### src/hw/rtl/wmh_pkg.sv
`default_nettype none

package wmh_pkg;

	localparam logic [63:0] WMH_GOLDEN_SEED = 64'h9E3779B97F4A7C15;
	localparam logic [63:0] WMH_WORD_MUL    = 64'hBF58476D1CE4E5B9;
	localparam logic [63:0] WMH_HASH_MUL    = 64'h94D049BB133111EB;
	localparam logic [63:0] WMH_FINAL_MUL   = 64'hFF51AFD7ED558CCD;
	localparam int unsigned WMH_WORD_SHIFT  = 31;
	localparam int unsigned WMH_FINAL_SHIFT = 33;

	localparam int unsigned WMH_QUEUE_DEPTH = 2;

	// one classified word waiting for the back end
	typedef struct packed {
		logic [63:0] word;
		logic        has_data;
		logic        first;
		logic        last;
		logic [31:0] total;
	} wmh_item_t;

	typedef struct packed {
		logic        start;
		logic [63:0] a;
		logic [63:0] b;
	} wmh_mul_req_t;

	typedef struct packed {
		logic        done;
		logic [63:0] p;
	} wmh_mul_rsp_t;

endpackage

`default_nettype wire

### src/hw/rtl/word_mix_hash_64to32_core.sv
// channel  | handshake          | fields
// ---------+--------------------+----------------------------------------------------
// input    | push / full        | data_word, valid_bytes, first_word, last_word,
//          |                    | total_length
// result   | pop / empty        | hash_value
//
// one shared 32x32 multiplier forms each 64-bit product in three passes
// a word takes a word and a hash multiply; first adds a seed multiply, last a final multiply
// a 2-word queue parts the input side from the hash engine
// a waiting result holds the engine at its next finalization; input stalls once the queue fills
// reset clears the running hash to zero
`default_nettype none

module word_mix_hash_64to32_core import wmh_pkg::*; #(
	parameter int unsigned QUEUE_DEPTH = WMH_QUEUE_DEPTH
) (
	input  wire logic        clk,
	input  wire logic        arst_n,
	input  wire logic        push,
	output logic             full,
	input  wire logic [63:0] data_word,
	input  wire logic [3:0]  valid_bytes,
	input  wire logic        first_word,
	input  wire logic        last_word,
	input  wire logic [31:0] total_length,
	output logic             empty,
	input  wire logic        pop,
	output logic [31:0]      hash_value
);

	logic         q_empty;
	logic         q_pop;
	wmh_item_t    q_head;
	wmh_mul_req_t mul_req;
	wmh_mul_rsp_t mul_rsp;

	wmh_front #(
		.QUEUE_DEPTH(QUEUE_DEPTH)
	) u_front (
		.clk         (clk),
		.arst_n      (arst_n),
		.push        (push),
		.full        (full),
		.data_word   (data_word),
		.valid_bytes (valid_bytes),
		.first_word  (first_word),
		.last_word   (last_word),
		.total_length(total_length),
		.q_empty     (q_empty),
		.q_pop       (q_pop),
		.q_head      (q_head)
	);

	wmh_mul u_mul (
		.clk   (clk),
		.arst_n(arst_n),
		.req   (mul_req),
		.rsp   (mul_rsp)
	);

	wmh_back u_back (
		.clk       (clk),
		.arst_n    (arst_n),
		.q_empty   (q_empty),
		.q_pop     (q_pop),
		.q_head    (q_head),
		.mul_req   (mul_req),
		.mul_rsp   (mul_rsp),
		.empty     (empty),
		.pop       (pop),
		.hash_value(hash_value)
	);

endmodule

`default_nettype wire

### src/hw/rtl/wmh_front.sv
`default_nettype none

module wmh_front import wmh_pkg::*; #(
	parameter int unsigned QUEUE_DEPTH = WMH_QUEUE_DEPTH
) (
	input  wire logic        clk,
	input  wire logic        arst_n,
	input  wire logic        push,
	output logic             full,
	input  wire logic [63:0] data_word,
	input  wire logic [3:0]  valid_bytes,
	input  wire logic        first_word,
	input  wire logic        last_word,
	input  wire logic [31:0] total_length,
	output logic             q_empty,
	input  wire logic        q_pop,
	output wmh_item_t        q_head
);

	localparam int unsigned PTR_W = (QUEUE_DEPTH > 1) ? $clog2(QUEUE_DEPTH) : 1;
	localparam int unsigned CNT_W = $clog2(QUEUE_DEPTH + 1);

	wmh_item_t        slot_q [QUEUE_DEPTH];
	logic [PTR_W-1:0] wr_ptr_q;
	logic [PTR_W-1:0] rd_ptr_q;
	logic [CNT_W-1:0] count_q;
	logic [63:0]      masked_word;
	wmh_item_t        in_item;
	logic             do_push;
	logic             do_pop;

	// clear the unused upper bytes of the word
	always_comb begin
		for (int i = 0; i < 8; i++) begin
			masked_word[i*8 +: 8] = (valid_bytes > 4'(i)) ? data_word[i*8 +: 8] : 8'h00;
		end
	end

	always_comb begin
		in_item.word     = masked_word;
		in_item.has_data = (valid_bytes != 4'd0);
		in_item.first    = first_word;
		in_item.last     = last_word;
		in_item.total    = total_length;
	end

	assign full    = (count_q == CNT_W'(QUEUE_DEPTH));
	assign q_empty = (count_q == '0);
	assign do_push = push && !full;
	assign do_pop  = q_pop && !q_empty;
	assign q_head  = slot_q[rd_ptr_q];

	always_ff @(posedge clk) begin
		if (do_push) begin
			slot_q[wr_ptr_q] <= in_item;
		end
	end

	always_ff @(posedge clk or negedge arst_n) begin
		if (!arst_n) begin
			wr_ptr_q <= '0;
			rd_ptr_q <= '0;
			count_q  <= '0;
		end else begin
			if (do_push) begin
				wr_ptr_q <= (wr_ptr_q == PTR_W'(QUEUE_DEPTH - 1)) ? '0 : wr_ptr_q + 1'b1;
			end
			if (do_pop) begin
				rd_ptr_q <= (rd_ptr_q == PTR_W'(QUEUE_DEPTH - 1)) ? '0 : rd_ptr_q + 1'b1;
			end
			if (do_push && !do_pop) begin
				count_q <= count_q + 1'b1;
			end else if (do_pop && !do_push) begin
				count_q <= count_q - 1'b1;
			end
		end
	end

`ifndef SYNTHESIS
	a_pop_nonempty: assert property (@(posedge clk) disable iff (!arst_n)
		q_pop |-> count_q != '0)
		else $error("back end pops an empty queue");
`endif

endmodule

`default_nettype wire

### src/hw/rtl/wmh_mul.sv
`default_nettype none

module wmh_mul import wmh_pkg::*; (
	input  wire logic         clk,
	input  wire logic         arst_n,
	input  wire wmh_mul_req_t req,
	output wmh_mul_rsp_t      rsp
);

	typedef enum logic [2:0] {
		PH_IDLE,
		PH_LL,
		PH_LH,
		PH_HL,
		PH_LAST
	} phase_t;

	phase_t      phase_q;
	logic [63:0] prod_q;
	logic [63:0] acc_q;
	logic        done_q;
	logic [31:0] op_x;
	logic [31:0] op_y;

	// low 64 bits of a*b from three 32x32 partial products
	always_comb begin
		unique case (phase_q)
			PH_LH: begin
				op_x = req.a[31:0];
				op_y = req.b[63:32];
			end
			PH_HL: begin
				op_x = req.a[63:32];
				op_y = req.b[31:0];
			end
			default: begin
				op_x = req.a[31:0];
				op_y = req.b[31:0];
			end
		endcase
	end

	always_ff @(posedge clk) begin
		prod_q <= {32'd0, op_x} * {32'd0, op_y};
		unique case (phase_q)
			PH_LH: acc_q <= prod_q;
			PH_HL, PH_LAST: acc_q <= acc_q + {prod_q[31:0], 32'd0};
			default: acc_q <= acc_q;
		endcase
	end

	always_ff @(posedge clk or negedge arst_n) begin
		if (!arst_n) begin
			phase_q <= PH_IDLE;
			done_q  <= 1'b0;
		end else begin
			done_q <= 1'b0;
			unique case (phase_q)
				PH_IDLE: if (req.start) phase_q <= PH_LL;
				PH_LL: phase_q <= PH_LH;
				PH_LH: phase_q <= PH_HL;
				PH_HL: phase_q <= PH_LAST;
				PH_LAST: begin
					phase_q <= PH_IDLE;
					done_q  <= 1'b1;
				end
				default: phase_q <= PH_IDLE;
			endcase
		end
	end

	assign rsp.done = done_q;
	assign rsp.p    = acc_q;

`ifndef SYNTHESIS
	a_start_idle: assert property (@(posedge clk) disable iff (!arst_n)
		req.start |-> phase_q == PH_IDLE)
		else $error("multiplier started while busy");
	a_done_pulse: assert property (@(posedge clk) disable iff (!arst_n)
		rsp.done |=> !rsp.done)
		else $error("multiplier done held longer than one cycle");
`endif

endmodule

`default_nettype wire

### src/hw/rtl/wmh_back.sv
`default_nettype none

module wmh_back import wmh_pkg::*; (
	input  wire logic         clk,
	input  wire logic         arst_n,
	input  wire logic         q_empty,
	output logic              q_pop,
	input  wire wmh_item_t    q_head,
	output wmh_mul_req_t      mul_req,
	input  wire wmh_mul_rsp_t mul_rsp,
	output logic              empty,
	input  wire logic         pop,
	output logic [31:0]       hash_value
);

	typedef enum logic [2:0] {
		S_IDLE,
		S_SEED,
		S_WORD,
		S_HASH,
		S_FINAL,
		S_OUT
	} state_t;

	state_t      state_q;
	logic [63:0] word_q;
	logic        has_q;
	logic        last_q;
	logic [63:0] hash_q;
	logic        start_q;
	logic [63:0] a_q;
	logic [63:0] b_q;
	logic        out_valid_q;
	logic [31:0] hash_value_q;
	logic [63:0] seed_fold;
	logic [63:0] hash_fold;
	logic [63:0] prod_fold;
	logic [63:0] word_mix;
	logic [31:0] final_low;

	assign seed_fold = hash_q ^ (hash_q >> WMH_FINAL_SHIFT);
	assign hash_fold = mul_rsp.p ^ (mul_rsp.p >> WMH_FINAL_SHIFT);
	assign prod_fold = hash_fold;
	assign word_mix  = mul_rsp.p ^ (mul_rsp.p >> WMH_WORD_SHIFT);
	assign final_low = prod_fold[31:0];

	assign q_pop      = (state_q == S_IDLE) && !q_empty;
	assign mul_req    = '{start: start_q, a: a_q, b: b_q};
	assign empty      = !out_valid_q;
	assign hash_value = hash_value_q;

	always_ff @(posedge clk or negedge arst_n) begin
		if (!arst_n) begin
			state_q     <= S_IDLE;
			hash_q      <= '0;
			start_q     <= 1'b0;
			out_valid_q <= 1'b0;
		end else begin
			start_q <= 1'b0;
			if (pop && out_valid_q) begin
				out_valid_q <= 1'b0;
			end
			unique case (state_q)
				S_IDLE: begin
					if (!q_empty) begin
						word_q <= q_head.word;
						has_q  <= q_head.has_data;
						last_q <= q_head.last;
						if (q_head.first) begin
							a_q     <= {32'd0, q_head.total};
							b_q     <= WMH_GOLDEN_SEED;
							start_q <= 1'b1;
							state_q <= S_SEED;
						end else if (q_head.has_data) begin
							a_q     <= q_head.word;
							b_q     <= WMH_WORD_MUL;
							start_q <= 1'b1;
							state_q <= S_WORD;
						end else if (q_head.last) begin
							a_q     <= seed_fold;
							b_q     <= WMH_FINAL_MUL;
							start_q <= 1'b1;
							state_q <= S_FINAL;
						end
					end
				end
				S_SEED: begin
					if (mul_rsp.done) begin
						hash_q <= mul_rsp.p;
						if (has_q) begin
							a_q     <= word_q;
							b_q     <= WMH_WORD_MUL;
							start_q <= 1'b1;
							state_q <= S_WORD;
						end else if (last_q) begin
							a_q     <= hash_fold;
							b_q     <= WMH_FINAL_MUL;
							start_q <= 1'b1;
							state_q <= S_FINAL;
						end else begin
							state_q <= S_IDLE;
						end
					end
				end
				S_WORD: begin
					if (mul_rsp.done) begin
						a_q     <= hash_q ^ word_mix;
						b_q     <= WMH_HASH_MUL;
						start_q <= 1'b1;
						state_q <= S_HASH;
					end
				end
				S_HASH: begin
					if (mul_rsp.done) begin
						hash_q <= mul_rsp.p;
						if (last_q) begin
							a_q     <= hash_fold;
							b_q     <= WMH_FINAL_MUL;
							start_q <= 1'b1;
							state_q <= S_FINAL;
						end else begin
							state_q <= S_IDLE;
						end
					end
				end
				S_FINAL: begin
					if (mul_rsp.done) begin
						state_q <= S_OUT;
					end
				end
				S_OUT: begin
					// product stays on the multiplier output until the next start
					if (!out_valid_q) begin
						out_valid_q  <= 1'b1;
						hash_value_q <= final_low;
						state_q      <= S_IDLE;
					end
				end
				default: state_q <= S_IDLE;
			endcase
		end
	end

`ifndef SYNTHESIS
	a_done_waited: assert property (@(posedge clk) disable iff (!arst_n)
		mul_rsp.done |-> (state_q == S_SEED || state_q == S_WORD ||
			state_q == S_HASH || state_q == S_FINAL))
		else $error("product arrived while nothing waits for it");
	a_out_load: assert property (@(posedge clk) disable iff (!arst_n)
		(state_q == S_OUT && !out_valid_q) |=> out_valid_q && state_q == S_IDLE)
		else $error("result not loaded into free output register");
`endif

endmodule

`default_nettype wire
### config.mk
export PLATFORM = sky130hd
export DESIGN_NAME = word_mix_hash_64to32_core
export DESIGN_NICKNAME = d
export VERILOG_FILES = /design/src/hw/rtl/wmh_pkg.sv /design/src/hw/rtl/word_mix_hash_64to32_core.sv /design/src/hw/rtl/wmh_front.sv /design/src/hw/rtl/wmh_mul.sv /design/src/hw/rtl/wmh_back.sv
export SDC_FILE = /design/constraint.sdc
export NUM_CORES = 2
export LEC_CHECK = 0
export CAP_MARGIN = 20
export CORE_MARGIN = 8
export CORE_UTILIZATION = 35
export CTS_CLUSTER_SIZE = 16
export DETAILED_ROUTE_END_ITERATION = 10
export DONT_BUFFER_PORTS = 1
export PLACE_DENSITY_LB_ADDON = 0.2
export SLEW_MARGIN = 10
export SYNTH_ARGS = -nofsm -noshare
export SYNTH_HDL_FRONTEND = slang
export SYNTH_HIERARCHICAL = 1
export SYNTH_SLANG_ARGS = --single-unit
### constraint.sdc
create_clock -name clk -period 13 [get_ports clk]
set_clock_uncertainty 0.15 [all_clocks]
set_input_delay 1.3 -clock clk [delete_from_list [all_inputs] [get_ports clk]]
set_output_delay 1.3 -clock clk [all_outputs]
set_load 0.05 [all_outputs]
Word level (Yosys, flattened, before mapping)
Memory sizes are Yosys's and may differ from the RTL's.
Index checks and enable logic that the tools add are counted.
{"block": "totals", "register_bits": 431, "ramBits": 198, "in_bits": 106, "n_memories": 1}
{"memory": "u_front.slot_q", "depth": 2, "width": 99, "rd": 1, "rd_ports_with_merged_regs": 0, "write_ports": 1, "line_no": "wmh_front.sv:23", "rtl": "wmh_item_t slot_q [QUEUE_DEPTH];"}
{"block": "classes", "addsub": 5, "n_mul": 1, "n_lt_le_gt_ge": 8, "n_eq_ne": 18, "n_mux": 65, "n_bitwise": 6, "n_reduce_logical": 25}
{"cell": "$mux 64", "count": 18}
{"cell": "$pmux 64 s4", "count": 2}
{"cell": "$pmux 64 s2", "count": 1}
{"cell": "$xor 64x31->64", "count": 2}
{"cell": "$add 64x64->64", "count": 1}
{"cell": "$mul 32x32->64", "count": 1}
{"cell": "$mux 32", "count": 2}
{"cell": "$mux 8", "count": 8}
{"cell": "$xor 64x33->64", "count": 1}
{"cell": "$xor 64x64->64", "count": 1}
{"cell": "$mux 3", "count": 12}
{"cell": "$pmux 3 s6", "count": 1}
{"cell": "$mux 1", "count": 17}
{"cell": "$gt 4x3->1 const B", "count": 4}
{"cell": "$reduce_and 7->1", "count": 2}
{"cell": "$eq 3x2->1 const B", "count": 4}
{"cell": "$ne 2x2->1 const B", "count": 6}
{"cell": "$pmux 3 s4", "count": 1}
{"cell": "$eq 3x3->1 const B", "count": 3}
{"cell": "$gt 4x1->1 const B", "count": 2}
{"cell": "$gt 4x2->1 const B", "count": 2}
{"cell": "$reduce_bool 4->1", "count": 2}
{"cell": "$eq 3x1->1 const B", "count": 2}
{"cell": "$logic_and 1x1->1", "count": 6}
{"cell": "other kinds (16)", "count": 27}

Logic depth before layout (Yosys ltp)
{"block": "depth", "ltp_word": 7, "ltp_mapped": 34, "depth_no_buf": 30}

By module
Netlist, hierarchy kept.
{"module": "wmh_mul", "instances": 1, "cells_each": 4340, "area_per_inst_um2": 38624.5}
{"module": "wmh_back", "instances": 1, "cells_each": 1230, "area_per_inst_um2": 14734.1}
{"module": "wmh_front", "instances": 1, "cells_each": 401, "area_per_inst_um2": 7811.2}

Worst setup path after synthesis
Ideal clock, no wire load.
{"block": "synth_path", "path_kind": "reg-to-reg", "start": "reg u_front.rd_ptr_q", "end": "reg u_back.a_q[0] (enable)", "setup_ps": 798, "t_arrival_ps": 10589, "required_time_ps": 12052, "path_slack_ps": 1463, "path_stages_with_launch": 8, "n_path_buf": 3, "synth_period_minus_slack_ps": 11537, "path_cell_list": "dfrtp_1 > buf_2 > buf_2 > mux2_2 > buf_4 > or3_1 > a22oi_1 > nor3b_1"}
{"item": "start: declaration", "line_no": "wmh_front.sv:25", "rtl": "logic [PTR_W-1:0] rd_ptr_q;"}
{"item": "start signal: assignment", "line_no": "wmh_front.sv:69", "rtl": "rd_ptr_q <= (rd_ptr_q == PTR_W'(QUEUE_DEPTH - 1)) ? '0 : rd_ptr_q + 1'b1;"}
{"item": "end signal: assignment", "line_no": "wmh_back.sv:70", "rtl": "a_q <= {32'd0, q_head.total};"}
{"item": "end signal: assignment", "line_no": "wmh_back.sv:75", "rtl": "a_q <= q_head.word;"}
{"item": "end signal: assignment", "line_no": "wmh_back.sv:80", "rtl": "a_q <= seed_fold;"}
{"item": "end: declaration", "line_no": "wmh_back.sv:31", "rtl": "logic [63:0] a_q;"}

Worst setup path after layout
{"block": "layout_path", "start": "reg u_mul.phase_q[2]", "end": "reg u_mul.prod_q[62]"}
{"block": "layout_between", "elab_chain_cells": 3, "elab_cells_between_ends": 5, "cone_classes": "mul (1); eq/ne (2); mux (2)"}
{"item": "start: declaration", "line_no": "wmh_mul.sv:18", "rtl": "phase_t phase_q;"}
{"item": "start signal: assignment", "line_no": "wmh_mul.sv:54", "rtl": "phase_q <= PH_IDLE;"}
{"item": "start signal: assignment", "line_no": "wmh_mul.sv:59", "rtl": "PH_IDLE: if (req.start) phase_q <= PH_LL;"}
{"item": "start signal: assignment", "line_no": "wmh_mul.sv:60", "rtl": "PH_LL: phase_q <= PH_LH;"}
{"item": "$eq 3x2->1", "line_no": "wmh_mul.sv:27", "rtl": "unique case (phase_q)"}
{"item": "$mux 32", "line_no": "wmh_mul.sv:27"}
{"item": "$mul 32x32->64 (*)", "line_no": "wmh_mul.sv:44", "rtl": "prod_q <= {32'd0, op_x} * {32'd0, op_y};"}
{"item": "end signal: assignment", "line_no": "wmh_mul.sv:44"}
{"item": "end: declaration", "line_no": "wmh_mul.sv:19", "rtl": "logic [63:0] prod_q;"}
Every way passes the cells marked *; elsewhere a longest branch is shown, timed or not.
A chain may end at the register's enable or synchronous reset.

==> impl_metrics.toml <==
[floorplanning]
die_y_um = 434
initial_utilization_pct = 35.2
io_pins = 140
core_um2 = 174000
die_area_um2 = 188000
die_w_um = 434
fp-row-count = 153

[setup_path]
critical_path_class = "reg -> reg"
max_stage_delay_ns = 0.81
critPathSlowestCell = "inv_2"
cp-start-kind = "register"
cp-startpoint = "u_mul/phase_q[2]"
cp.arrival_ns = 10.75
path_common_cell = "fa_1"
end_kind = "register"
reg2reg_from = "u_mul/phase_q[2]"
crit_path_max_fanout = 41
critPathRequiredTime_ns = 13.39

[clocking]
post_cts_buffers = 0
htreeDepth = 3
cts_made_buffers = 70
root_buffer = "clkbuf_16"
clk_pin_slew_ns = 0.07
cts_buffer_depth = 3
postCtsHoldBufs = 0
cts_tree = "built"
cts_sinks = 629
clkLatencyLatePin_ns = 0.68
cts_resized = 0

[finish]
syn_to_final_growth_pct = 8.18
fin_util_pct = 38.1
drive_gt1_share_pct = 8.80
num-nets-final = 7151
nFillCells = 17400

[grt]
antenna_found_initial = 12
grtUsageTotal_pct = 22.6
grt_pass1_wl_um = 317000
grt_max_degree = 81
grt-ovfl-total = 0
grt_pass1_vias = 45400

[detailed_routing]
num_vias = 43500
drt_iter0_drc = 3858
wl_per_cell_um = 25.8
drc = 0
via_per_inst = 5.28
antenna_left = 0
drt_wl_total_um = 213000
dr.pass1.iters = 7

[place]
hpwl_um = 164000
port_buffers = 0
place_congestion = 0.930

[yosys]
syn_area_um2 = 61200
synth.distinct_cells = 91
async_reset_ff_share_pct = 12.2
synth_edf_count = 488
ys.flop_type = "edfxtp_1"
syn-instance-count = 5971
synth-seq-cells = 629
syn_nets = 7269
synth_area_per_cell_um2 = 10.2
ys.warnings.count = 6
yosysSeqAreaShare_pct = 29.2

[timing]
hold_viol = 0
tightest_slew_ns = 1.14
setup_violations = 0
slew_viol_final = 0
fmax_mhz = 96.6
fin_crit_ns = 10.36
rsz0062_at_grt = "no"
post-route-period-util_pct = 79.7
tns_ns = 0
relSlewSlack_pct = 22.7

[outcome]
status = "finished, final reports clean"

[run]
max_cap_viol_count = 0

[hold_path]
min-delay-path-class = "in -> async"
[worst paths after layout]
kind / endpoint / slack, ns / cells past startpoint
worst max-delay path: u_mul/prod_q[62] / 2.64 / 28
worst min-delay path: u_back/hash_q[41] / 0.17 / 0
worst max register to register: u_mul/prod_q[62] / 2.64 / 28
worst min register to register: u_mul/phase_q[1] / 0.36 / 1
max in group asynchronous: u_front/rd_ptr_q / 12.24 / 0
min in group clk: u_mul/phase_q[1] / 0.36 / 1
[placed cells by master (no fill, tap or decap), types with 64 or more instances in the layout]
cell type and instances:
fa_1 897, xor2_1 66, dfrtp_1 76, o21ai_0 217
ha_1 295, dfxtp_1 64, inv_1 875, mux2_2 138
xnor2_1 153, clkbuf_16 71, nand2_1 750, edfxtp_1 488
a21oi_1 168, nor2_1 744, buf_4 105
[registers in the layout, summed over array words and instances, names as in the netlist]
name                flops
u_back/hash_value      32
u_back/has_q            1
u_back/out_valid_q      1
u_mul/prod_q           64
u_mul/done_q            1
u_back/state_q          3
u_back/a_q             64
u_mul/acc_q            64
u_mul/phase_q           3
u_back/start_q          1
u_front/rd_ptr_q        1
u_back/b_q             64
u_front/count_q         2
u_back/hash_q          64
u_front/wr_ptr_q        1
u_back/word_q          64
u_back/last_q           1
u_front/slot_q        198
[layout make-up]
cell class | instances | area, um2 | share of cell area [%]
multi-input combinational | 4168 | 39000 | 58.9
clock inverter | 39 | 415 | 0.628
timing repair buffer | 106 | 813 | 1.23
antenna | 1 | 2.50 | 0.00378
sequential | 629 | 17900 | 27.0
clock buffer | 90 | 1870 | 2.82
tap | 2325 | 2910 | 4.40
inverter | 878 | 3300 | 4.98
[synthesized netlist by cell type (33+ instances only)]
library cell	n	area (um2)
mux2i_1	96	961
nand2_1	750	2820
mux2_4	60	901
mux2_2	138	1550
dfrtp_1	77	1930
nor2_1	747	2800
o21ai_0	217	1090
clkbuf_1	203	762
xnor2_1	153	1340
nor3_1	54	270
xor2_1	66	578
edfxtp_1	488	14700
a21oi_1	168	841
and2_1	54	338
a21o_1	37	278
buf_2	60	300
inv_1	875	3280
ha_1	295	3690
nand3_1	47	235
fa_1	897	18000
nor2b_1	46	288
dfxtp_1	64	1280
a222oi_1	33	330
[logic make-up after synthesis]
group | count (synthesis) | share of synthesized area [%]
XOR/XNOR | 219 | 3.14
buffers and inverters | 1174 | 7.55
flip-flops | 629 | 29.2
AND/OR/NAND/NOR | 1813 | 12.4
AO/OA/AOI/OAI | 650 | 6.70
adder cells (fa/ha/maj) | 1192 | 35.4
multiplexers | 294 | 5.58
[worst max-delay path: cells and delay by family (launching register included)]
family	cells	cell delay, ns
compound gates	7	1.65
fa+ha+maj	9	4.67
flops	1	0.41
simple gates	5	1.43
buf+inv	6	1.73
xor+xnor	1	0.14
[through the flow]
stage / cells / setup slack, ns / cell area, um2 / hold WS, ns
2_1_floorplan: 5971 / 1.46 / 61200 / 0.299
3_3_place_gp: 8105 / 2.81 / 63900 / 0.333
3_5_place_dp: 8105 / 2.73 / 63900 / 0.350
4_1_cts: 8234 / 2.70 / 66100 / 0.110
5_1_grt: 8235 / 2.31 / 66200 / 0.125
6_report: 8236 / 2.64 / 66200 / 0.167
[layer usage]
metal	GRT usage, %	share of wire, %
met5	0	0.0061
met4	6.93	3.7
met3	3.95	6.9
met2	36.3	46
met1	31.4	44
Power is left out: the tool's default activity adds up to more than one toggle a clock period on the data nets, which glitch-free logic cannot reach.
